`config.mk`:
```
export PLATFORM = sky130hd
export DESIGN_NAME = gtm_fifo
export DESIGN_NICKNAME = d
export VERILOG_FILES = /design/src/hw/rtl/gtm_pkg.sv /design/src/hw/rtl/gtm_fifo.sv
export SDC_FILE = /design/constraint.sdc
export NUM_CORES = 1
export LEC_CHECK = 0
export BUFFER_PORTS_ARGS = -buffer_cell sky130_fd_sc_hd__buf_2
export CAP_MARGIN = 10
export CORE_ASPECT_RATIO = 0.9
export CORE_MARGIN = 2
export CORE_UTILIZATION = 47
export DETAILED_ROUTE_END_ITERATION = 12
export HOLD_SLACK_MARGIN = 0.15
export PLACE_DENSITY = 0.76
export SETUP_SLACK_MARGIN = 0.2
export SYNTH_ARGS = -nofsm -noshare
export SYNTH_HDL_FRONTEND = slang
export SYNTH_SLANG_ARGS = --single-unit
```
`constraint.sdc`:
```
create_clock -name clk -period 5.4 [get_ports clk]
set_clock_uncertainty 0.1 [all_clocks]
set_input_delay 0 -clock clk [delete_from_list [all_inputs] [get_ports clk]]
set_output_delay 0 -clock clk [all_outputs]
set_load 0.02 [all_outputs]
```
`src/hw/rtl/gtm_pkg.sv`:
```
// ----------------------------------------------------------------------------
// gtm_pkg
// Shared types and constants for the Goertzel tone magnitude block.
// ----------------------------------------------------------------------------
package gtm_pkg;

  localparam int SAMPLE_W  = 16;
  localparam int RECUR_W   = 48;
  localparam int COEF_W    = 16;
  localparam int LEN_W     = 13;
  localparam int MAX_BLOCK = 4096;
  localparam int MAG_W     = 32;

  // register map, word index
  localparam logic [1:0] REG_COS = 2'd0;
  localparam logic [1:0] REG_SIN = 2'd1;
  localparam logic [1:0] REG_LEN = 2'd2;

  localparam logic signed [COEF_W-1:0] COS_RST = 16'sd16384;
  localparam logic signed [COEF_W-1:0] SIN_RST = 16'sd0;
  localparam logic [LEN_W-1:0]         LEN_RST = 13'd256;

  // finished block handed from front to back
  typedef struct packed {
    logic signed [RECUR_W-1:0] prev;
    logic signed [RECUR_W-1:0] prev2;
    logic [LEN_W-1:0]          len;
  } gtm_blk_t;

endpackage

```
`src/hw/rtl/gtm_fifo.sv`:
```
// ----------------------------------------------------------------------------
// gtm_fifo
// Two-entry queue of finished blocks between the front and the back.
// ----------------------------------------------------------------------------
module gtm_fifo (
  input  logic              clk,
  input  logic              rst_n,
  input  logic              push,
  input  gtm_pkg::gtm_blk_t push_data,
  input  logic              pop,
  output gtm_pkg::gtm_blk_t head,
  output logic              empty,
  output logic              full
);

  gtm_pkg::gtm_blk_t mem_r [2];
  logic              wptr_r, rptr_r;
  logic [1:0]        cnt_r;

  assign head  = mem_r[rptr_r];
  assign empty = (cnt_r == 2'd0);
  assign full  = (cnt_r == 2'd2);

  // store entries
  always_ff @(posedge clk) begin
    if (push) begin
      mem_r[wptr_r] <= push_data;
    end
  end

  // advance pointers and count
  always_ff @(posedge clk) begin
    if (!rst_n) begin
      wptr_r <= 1'b0;
      rptr_r <= 1'b0;
      cnt_r  <= 2'd0;
    end else begin
      if (push) begin
        wptr_r <= ~wptr_r;
      end
      if (pop) begin
        rptr_r <= ~rptr_r;
      end
      if (push && !pop) begin
        cnt_r <= cnt_r + 2'd1;
      end else if (pop && !push) begin
        cnt_r <= cnt_r - 2'd1;
      end
    end
  end

endmodule

```
==> impl_results.md, run 1 <==
- GP Congestion: 0.756
- Net count after synthesis: 475
- Area contributors post-synth: edfxtp_1 81%, mux2_2 14%, mux2_4 1.9%
- Post-synth cell types: 17
- First Err: [ERROR RSZ-0060] Max buffer count reached.
- Core Rows: 45
- Cts hold-fix bufs: 166
- Chip Height: 129 microns
- Post-CTS Setup Repair Bufs: 0
- H-tree depth: 1
- # port buffers: 223
- Warnings, synthesis: 0
- Top-Level Pins: 224
- Worst-case clock buffer depth: 3
- Register area share after synthesis: 82.0%
- Synth area leader: edfxtp_1
- Root buffer selected by CTS: clkbuf_16
- Clock sink total: 223
- Synth Cell Area: 8110 sq um
- Post-synth top area share: 80.8%
- Clock buffer count from CTS: 23
- Post_cts resized: 0
- Die Span X: 142 microns
- Synth Register Bits: 223
- Stopping stage: clock tree synthesis (4_1_cts)
- Post-DP HPWL: 10000 microns
- Syn avg cell area: 22.5 sq um
- Synthesized instance count: 361
- Placement Setup Slack: 3.10 ns
- Status: stopped before the end
- Initial core utilization: 48.0%
## kinds of logic after synthesis
kind of cell	Yosys count	synth area share [%]
adder cells (fa/ha/maj)	1	0.154
flip-flops	223	82.0
AO/OA/AOI/OAI	3	0.247
buffers and inverters	13	1.02
AND/OR/NAND/NOR	9	0.664
XOR/XNOR	3	0.324
multiplexers	109	15.6
## per-stage QoR
stage	instance area, sq um	instances
after floorplan	8110	361
after global placement	9450	787
after detailed placement	9450	787
## cell usage after synthesis, drive strengths merged
master,instances
edfxtp,218
mux2,109
buf,12
dfxtp,5
and2,4
nor2b,3
xor2,2
a21boi,1
ha,1
inv,1
nor2,1
o21a,1
o21ai,1
or3,1
xnor2,1
==> inputs of run 2 (changes only) <==
Settings changed: CORE_ASPECT_RATIO 0.9 to unset, CORE_UTILIZATION 47 to 40, HOLD_SLACK_MARGIN 0.15 to unset, PLACE_DENSITY 0.76 to unset, PLACE_DENSITY_LB_ADDON set to 0.15, SETUP_SLACK_MARGIN 0.2 to unset.
Clock period 5.4 ns to 7 ns, I/O delays scaled along.
==> run 2 against run 1 <==
  * The flow now finishes without violations
  * Area after synthesis unchanged
  * Synthesized cell count stayed put
==> impl_results.md, run 2 <==
- Post-DP HPWL: 9980 microns
- RSZ-0062 raised after global routing: false
- Vias: 4546
- Synthesized instance count: 361
- Clock transition at the registers of the reported paths: 0.06 ns
- GP Congestion: 0.712
- Largest Register: mem_r
- Fraction of registers with async set/reset: 0%
- Regs by FF count: mem_r x218, cnt_r x2
- First-pass GRT wire length: 25200 microns
- Most common cell after layout, fill and taps aside: buf_2
- Root buffer selected by CTS: clkbuf_16
- Initial core utilization: 40.5%
- Crit end category: output pin
- Antenna-violating nets left: 0
- Top-Level Pins: 224
- Clock latency on the worst-skew pair: 0.49 ns
- Adder-cell share of the synthesized area: 0.154%
- DRT Wirelength: 16100 microns
- Max incr delay on CP: 0.86 ns
- Simple-gate share of the synthesized area: 0.664%
- Worst reg2reg path depth: 2
- Crit path DAT: 2.70 ns
- Period minus WS final: 2.80 ns
- Synth Register Bits: 223
- Final setup viols: 0
- Drt pass-1 iters: 4
- XOR/XNOR share of the synthesized area: 0.324%
- Proportion of layout cells with a drive suffix above 1: 51.4%
- Layout Nets: 828
- Register area share after synthesis: 82.0%
- Setup TNS: 0 ns
- Setup WS post-layout: 4.20 ns
- Fmax: 357 MHz
- Mux contribution to synthesized area: 15.6%
- Clock buffer count from CTS: 23
- Largest register FFs: 218
- Post-CTS Setup Repair Bufs: 0
- Synth Cell Area: 8110 sq um
- Hold Path Depth: 2
- Core Region: 20000 sq um
- Fillers: 1636
- Slowest CP cell: dfxtp_4
- Warnings, synthesis: 0
- Hold EP: mem_r[0][11]$_DFFE_PP_
- Layout area overhead: 42.1%
- Top-count cell post-synth: edfxtp_1
- H-tree depth: 1
- Via density: 4.54
- Clock sink total: 223
- Die Span X: 146 microns
- Largest family of logic cells by synthesized area: multiplexers
- Status: finished clean
- TritonCTS clock tree: done
- Post-synth top area share: 80.8%
- Remaining DRCs: 0
- Net count after synthesis: 475
- GRT Total Usage: 14.9%
- Commonest non-fill, non-tap cells in the layout: 223 x buf_2, 218 x edfxtp_1, 113 x dlygate4sd3_1
- Fin crit share: 40.0%
- Max Cap Violations: 0
- Reg2reg end: mem_r[1][97]$_DFFE_PP_
- PD cells: 289 nW/um^2
- DR WL/cell: 16.1 microns
- Worst-case clock buffer depth: 3
- # port buffers: 223
- Post-synth cell types: 17
- Core Rows: 52
- Synth Flop Type: edfxtp_1
- Area contributors post-synth: edfxtp_1 81%, mux2_2 14%, mux2_4 1.9%
- Peak supply drop: 0.212 mV
- Worst-Margin Slew: 0.952 ns
- Synth cell count leaders: 218 x edfxtp_1, 99 x mux2_2, 10 x mux2_4
- Critical path required time: 6.90 ns
- Type of the worst min-delay path: input port to flop
- Area of the die: 21400 sq um
- Crit Path Class: flop to output pin
- Slew Limit Headroom: 36.5%
- Largest net degree at the start of global routing: 70
- Post-synth EDFFs: 218
- Cell Chain, Critical Path: buf_4 -> mux2_2 -> buf_2
- Final hold violation count: 0
- Drt first-iter violations: 150
- Synth area leader: edfxtp_1
- Hold Startpoint: push_data[11]
- LEAKAGE: 4.39 nW
- Count of final max-slew check failures: 0
- Worst reg-to-reg setup slack: 4.69 ns
- Syn avg cell area: 22.5 sq um
- Placement Setup Slack: 4.62 ns
- Overflow after GRT: 0
- Initial antenna violation count: 1
- Fin Hold WS: 0.122 ns
- Chip Height: 146 microns
- Origin of the critical flop-to-flop path: wptr_r$_SDFFE_PN0P_
- Compound-Gate Fraction of Synth Area: 0.247%
- Number of global-route vias before repair: 5034
- Startpoint types: flop
- Crit path max fanout: 57
[run 2: cell counts after synthesis]
Identical to the previous run, type by type.
[run 2: worst max path at each step]
stage / end / cells past startpoint / slack (ns) / startpoint
global placement: head[88] / 3 / 4.67 / flop
CTS: head[88] / 3 / 4.08 / flop
floorplan: mem_r[0][0]$_DFFE_PP_ / 1 / 1.17 / wptr_r$_SDFFE_PN0P_
global route: head[45] / 3 / 4.01 / flop
finish: head[53] / 3 / 4.20 / flop
detailed placement: head[88] / 3 / 4.62 / flop
[run 2: final cells by class]
class,instances,area (sq um),area share (%)
flip-flops and latches,223,6650,57.7
repair buffers,340,2280,19.8
multi-input cells,125,1390,12.0
clock buffers,25,583,5.06
well taps,270,338,2.93
clock inverters,16,279,2.42
inverters,1,3.75,0.0326
diodes,1,2.50,0.0217
[run 2: per-stage QoR]
stage	utilization, %	instances	power [mW]	area, sq um
final	57.5	1001	3.33	11500
after global routing	57.5	1001	3.46	11500
after floorplan	-	361	1.82	8110
after global placement	47.5	846	1.93	9530
after detailed placement	47.5	846	1.94	9530
after CTS	57.5	1000	3.38	11500
[run 2: cell families (layout without fill, tap and decap cells)]
kind of cell,count (synthesis),after routing
other cells,0,1
simple gates,9,9
buf+inv,13,382
compound gates,3,3
xor+xnor,3,3
mux,109,109
flops,223,223
fa+ha+maj,1,1
[run 2: worst max-delay path, delay by kind of cell (launching register included)]
family	cells	cell delay, ns
DFF	1	0.86
buffers and inverters	2	0.87
muxes	1	0.42
[run 2: routing by layer]
metal	track usage, %	vias to the layer above	part of all wire (%)
met5	0	-	0
met3	3.13	37	5.1
met4	5.68	0	2.8
met2	28.6	140	54
met1	16.0	2230	38
li1	-	2139	-
[run 2: repair_timing]
item,CTS,global route
hold endpoints to repair,223,0
resized for setup,0,0
hold buffers,113,0
[run 2: report_power, final]
part | internal [mW] | switching, mW | total (mW)
clock | 0.894 | 0.478 | 1.37
combinational | 0.183 | 0.204 | 0.387
sequential | 1.54 | 0.0292 | 1.57
Note: power is estimated with default switching activity, not from simulation.
