$ cat src/hw/rtl/gtm_pkg.sv
// ----------------------------------------------------------------------------
// gtm_pkg
// Shared types and constants for the Goertzel tone magnitude block.
// ----------------------------------------------------------------------------
package gtm_pkg;

  localparam int SAMPLE_W  = 16;
  localparam int RECUR_W   = 48;
  localparam int COEF_W    = 16;
  localparam int LEN_W     = 13;
  localparam int MAX_BLOCK = 4096;
  localparam int MAG_W     = 32;

  // register map, word index
  localparam logic [1:0] REG_COS = 2'd0;
  localparam logic [1:0] REG_SIN = 2'd1;
  localparam logic [1:0] REG_LEN = 2'd2;

  localparam logic signed [COEF_W-1:0] COS_RST = 16'sd16384;
  localparam logic signed [COEF_W-1:0] SIN_RST = 16'sd0;
  localparam logic [LEN_W-1:0]         LEN_RST = 13'd256;

  // finished block handed from front to back
  typedef struct packed {
    logic signed [RECUR_W-1:0] prev;
    logic signed [RECUR_W-1:0] prev2;
    logic [LEN_W-1:0]          len;
  } gtm_blk_t;

endpackage

$ cat src/hw/rtl/gtm_front.sv
// ----------------------------------------------------------------------------
// gtm_front
// Sample intake: runs the Goertzel recurrence, counts samples, and hands a
// finished block to the queue.
// ----------------------------------------------------------------------------
module gtm_front (
  input  logic                               clk,
  input  logic                               rst_n,
  input  logic                               in_valid,
  output logic                               in_ready,
  input  logic signed [gtm_pkg::SAMPLE_W-1:0] in_sample,
  input  logic signed [gtm_pkg::COEF_W-1:0]   cos_coeff,
  input  logic [gtm_pkg::LEN_W-1:0]           block_length,
  input  logic                               q_full,
  output logic                               q_push,
  output gtm_pkg::gtm_blk_t                  q_data
);

  logic                                    busy_r;
  logic signed [gtm_pkg::SAMPLE_W-1:0]     x_r;
  logic signed [63:0]                      prod_r;
  logic signed [gtm_pkg::RECUR_W-1:0]      prev_r, prev_nxt;
  logic signed [gtm_pkg::RECUR_W-1:0]      prev2_r, prev2_nxt;
  logic [gtm_pkg::LEN_W-1:0]               cnt_r, cnt_nxt;
  logic [gtm_pkg::LEN_W-1:0]               len_eff;
  logic signed [63:0]                      term;
  logic signed [63:0]                      s_full;
  logic [gtm_pkg::LEN_W-1:0]               cnt_inc;
  logic                                    accept;
  logic                                    blk_end;

  assign accept   = in_valid && in_ready;
  assign in_ready = !busy_r && !q_full;

  // clamp block length to one .. MAX_BLOCK
  always_comb begin
    if (block_length == '0) begin
      len_eff = gtm_pkg::LEN_W'(1);
    end else if (block_length > gtm_pkg::LEN_W'(gtm_pkg::MAX_BLOCK)) begin
      len_eff = gtm_pkg::LEN_W'(gtm_pkg::MAX_BLOCK);
    end else begin
      len_eff = block_length;
    end
  end

  // busy phase: finish the recurrence from the held product
  always_comb begin
    term    = (prod_r + 64'sd4096) >>> 13;
    s_full  = (64'(x_r) <<< 8) + term - 64'(prev2_r);
    cnt_inc = cnt_r + gtm_pkg::LEN_W'(1);
    blk_end = busy_r && (cnt_inc >= len_eff);
    prev_nxt  = prev_r;
    prev2_nxt = prev2_r;
    cnt_nxt   = cnt_r;
    if (busy_r) begin
      if (blk_end) begin
        prev_nxt  = '0;
        prev2_nxt = '0;
        cnt_nxt   = '0;
      end else begin
        prev_nxt  = s_full[gtm_pkg::RECUR_W-1:0];
        prev2_nxt = prev_r;
        cnt_nxt   = cnt_inc;
      end
    end
  end

  assign q_push       = blk_end;
  assign q_data.prev  = s_full[gtm_pkg::RECUR_W-1:0];
  assign q_data.prev2 = prev_r;
  assign q_data.len   = len_eff;

  // on accept: hold sample and coefficient product
  always_ff @(posedge clk) begin
    if (accept) begin
      x_r    <= in_sample;
      prod_r <= 64'(cos_coeff) * 64'(prev_r);
    end
  end

  // recurrence state
  always_ff @(posedge clk) begin
    if (!rst_n) begin
      busy_r  <= 1'b0;
      prev_r  <= '0;
      prev2_r <= '0;
      cnt_r   <= '0;
    end else begin
      busy_r  <= accept;
      prev_r  <= prev_nxt;
      prev2_r <= prev2_nxt;
      cnt_r   <= cnt_nxt;
    end
  end

endmodule

$ cat config.mk
export PLATFORM = sky130hd
export DESIGN_NAME = gtm_front
export DESIGN_NICKNAME = d
export VERILOG_FILES = /design/src/hw/rtl/gtm_pkg.sv /design/src/hw/rtl/gtm_front.sv
export SDC_FILE = /design/constraint.sdc
export NUM_CORES = 2
export LEC_CHECK = 0
export BUFFER_PORTS_ARGS = -buffer_cell sky130_fd_sc_hd__buf_2
export CAP_MARGIN = 5
export CELL_PAD_IN_SITES_DETAIL_PLACEMENT = 0
export CELL_PAD_IN_SITES_GLOBAL_PLACEMENT = 2
export CORE_ASPECT_RATIO = 0.6
export CORE_MARGIN = 2
export CORE_UTILIZATION = 37
export CTS_CLUSTER_SIZE = 8
export DETAILED_ROUTE_END_ITERATION = 10
export GPL_TIMING_DRIVEN = 0
export PLACE_DENSITY_LB_ADDON = 0.1
export SLEW_MARGIN = 15
export SYNTH_ARGS = -nofsm -noshare
export SYNTH_HDL_FRONTEND = slang
export SYNTH_SLANG_ARGS = --single-unit
$ cat constraint.sdc
create_clock -name clk -period 7.46 [get_ports clk]
set_input_delay 1.492 -clock clk [delete_from_list [all_inputs] [get_ports clk]]
set_output_delay 1.492 -clock clk [all_outputs]
set_load 0.03 [all_outputs]
==> results.py <==
metrics = {
    "timing": {
        "layout_min_cycle_time_ns": 7.58,
        "final.setup.worst_slack_ns": -0.124,
        "timing.final.crit_share_pct": 102,
        "drv_slew": 0,
        "tightest_slew_ns": 0.949,
        "fin_skew_ns": 0.0154,
        "hold_viol_final": 0,
        "holdWs_ns": 0.465,
        "setup_viol": 6,
        "fmax_mhz": 132,
        "rsz0062_at_grt": "yes",
        "relSlewSlack_pct": 36.5,
        "fin_tns_setup_ns": -0.419,
    },
    "route": {
        "drt-wirelength-per-cell_um": 24.3,
        "drtAntennaViolNets": 0,
        "first_pass_iters": 5,
        "post-route-drc-count": 0,
        "dr_total_vias": 27700,
        "wl_um": 134000,
        "viasPerCell": 5.01,
        "first_iter_violations": 2320,
    },
    "placement": {
        "gp_congestion": 0.890,
        "dp_hpwl_um": 110000,
        "port_buffers": 148,
        "dpl-instance-area_um2": 38300,
    },
    "yosys": {
        "synth_edf_count": 65,
        "synthCells": 4029,
        "yosysSeqAreaShare_pct": 11.7,
        "synthFlopType": "dfxtp_1",
        "synth_async_sr_flop_share_pct": 0,
        "synth_area_per_cell_um2": 8.83,
        "ys.warnings.count": 0,
        "synth_seq_cells": 175,
        "synthDistinctLibCells": 65,
        "synth_area_um2": 35600,
        "syn-num-nets": 5012,
    },
    "clock_tree": {
        "cts_tree": "built",
        "cts.clk_slew.worst_paths_ns": 0.07,
        "cts-root-buf": "clkbuf_16",
        "cts.sinks": 175,
        "clockBufferDepth": 2,
        "clk_latency_ns": 0.49,
        "cts_buffers": 17,
        "ctsHoldBuffers": 0,
        "cts_max_level": 4,
    },
    "critical_path": {
        "path_buf_inv": 6,
        "critPathMaxFanout": 7,
        "rr_endpoint": "prod_r[52]$_DFFE_PP_",
        "cp.required_ns": 7.69,
        "rr_worst_depth": 22,
        "cp.arrival_ns": 7.81,
        "worstPathCellList": "buf_8 -> clkbuf_16 -> clkbuf_16 -> buf_4 -> and2_1 -> fa_1 -> fa_2 -> fa_1 -> fa_1 -> fa_1 -> inv_1 -> fa_1 -> inv_1 -> ha_1 -> a21o_1 -> a21o_1 -> a21o_1 -> a211oi_2 -> o31ai_2 -> a31oi_4 -> a311oi_4 -> a21o_1 -> a21oi_2 -> xnor2_2",
        "timing.rr.start": "prev_r[12]$_SDFFE_PN0P_",
        "slowest_stage": "fa_2",
        "path_delay_family": "adder cells",
        "crit_path_end_kind": "register",
        "startpoint_type": "input port",
        "crit_top_cell": "fa_1",
        "cpPeakStageDelay_ns": 0.67,
        "regToRegSetupSlack_ns": -0.02,
        "path_class": "in -> reg",
    },
    "layout": {
        "final_area_um2": 40600,
        "layout-drive-gt1-share_pct": 11.7,
        "synthToLayoutAreaGrowth_pct": 14.0,
        "final_cell_mix": "inv_1, fa_1, nand2_1",
        "nNetsFinal": 5226,
        "mostFrequentLayoutCell": "inv_1",
    },
    "worst_hold_path": {
        "hp-class": "reg -> reg",
        "whs_path_depth": 2,
        "hold_end": "prev2_r[40]$_SDFFE_PN0P_",
        "min-delay-start": "prev2_r[40]$_SDFFE_PN0P_",
    },
    "floorplan": {
        "chipWidth_um": 404,
        "row_count": 88,
        "start_util_pct": 37.2,
        "core-area_um2": 95700,
        "die_h_um": 244,
        "io_pins": 160,
        "die_area_um2": 98800,
    },
    "global_routing": {
        "antenna_found_initial": 19,
        "grt-ovfl-total": 0,
        "grt_usage_pct": 27.6,
        "grt_start_max_net_pins": 51,
        "grt_pass1_vias": 28000,
        "grt_pass1_wl_um": 196000,
    },
    "outcome": {
        "status": "finished, violations left",
        "failed_checks": "setup timing",
    },
    "run": {
        "drv_cap": 0,
    },
}
## tightest hold or removal path: cells and delay by family (launching register included)
kind | cells | cell delay (ns)
flip-flops | 1 | 0.31
AO/OA/AOI/OAI | 1 | 0.06
AND/OR/NAND/NOR | 1 | 0.05
## synth_stat cells (all sizes together), types with 4 or more instances
master	instances	area share, %
nor2	99	1.0
a211oi	10	0.22
o21bai	13	0.27
a21boi	91	1.9
o21a	19	0.40
a221o	4	0.11
and4	10	0.25
nand3	126	1.8
nand2	616	6.5
dfxtp	110	6.2
nand2b	12	0.21
and3	31	0.54
nand4	21	0.39
nor3	21	0.30
or3	6	0.11
a21o	63	1.3
a22o	15	0.37
nand4b	6	0.15
o31ai	9	0.19
buf	6	0.063
ha	208	7.3
clkbuf	210	2.2
inv	889	9.4
nor2b	11	0.19
xnor2	119	2.9
a31oi	15	0.26
nor4	5	0.13
o21ai	49	0.69
a21oi	84	1.2
edfxtp	65	5.5
and2	271	4.8
fa	726	41
xor2	43	1.1
## flip-flops by register name (all words and copies together) (netlist names)
name and flops:
prev_r 48, prev2_r 48, prod_r 49, x_r 16, cnt_r 13, busy_r 1
## routing by layer
metal  global-route usage [%]  vias to the layer above  wire length (µm)
li1                         -                    12600                 -
met1                     45.6                    14000             70100
met2                     34.5                     1007             47900
met3                     8.82                       62             14800
met4                     3.39                        0              1480
met5                        0                        -                 0
## cell families after synthesis
| group | after synthesis | synth area share (%) |
|---|---|---|
| AOI/OAI and AO/OA | 410 | 8.00 |
| muxes | 1 | 0.0316 |
| xor gates and xnor gates | 162 | 3.99 |
| adders and majority gates | 934 | 48.2 |
| and+or+nand+nor | 1242 | 16.5 |
| buffers and inverters | 1105 | 11.7 |
| DFF | 175 | 11.7 |
## worst max-delay path by stage
stage,start,slack (ns),endpoint,depth (start not counted)
4_1_cts,cos_coeff[13],-0.13,prod_r[52]$_DFFE_PP_,23
2_1_floorplan,cos_coeff[14],-0.22,prod_r[52]$_DFFE_PP_,22
3_5_place_dp,cos_coeff[13],-2.24,prod_r[59]$_DFFE_PP_,24
5_1_grt,cos_coeff[1],-0.27,prod_r[59]$_DFFE_PP_,23
6_report,cos_coeff[13],-0.12,prod_r[59]$_DFFE_PP_,24
3_3_place_gp,cos_coeff[6],-2.59,prod_r[59]$_DFFE_PP_,22
## timing repair
action,4_1_cts,5_1_grt
setup buffers,29,16
setup endpoints to repair,54,37
endpoints found under the hold margin,0,0
pin swaps,48,43
gates resized for setup,245,107
gates cloned,2,1
## per-stage QoR
| step | worst slack (ns) | instances | util (%) |
|---|---|---|---|
| 3_5_place_dp | -2.24 | 5442 | 40.0 |
| 4_1_cts | -0.125 | 5504 | 41.9 |
| 6_report | -0.124 | 5524 | 42.4 |
| 3_3_place_gp | -2.59 | 5437 | 39.9 |
| 2_1_floorplan | -0.221 | 4029 | - |
| 5_1_grt | -0.266 | 5516 | 42.4 |
## layout make-up
class                           count  area (µm²)
Inverter                          889        3340
Antenna cell                        8        20.0
Fill cell                        9726       55100
Multi-Input combinational cell   2749       27900
Buffer                            210        1720
Tap cell                         1260        1580
Clock inverter                     12         111
Timing Repair Buffer              201        1280
Clock buffer                       20         447
Sequential cell                   175        4170
Power is left out: the tool's default activity adds up to more than one toggle a clock period on the data nets, which glitch-free logic cannot reach.
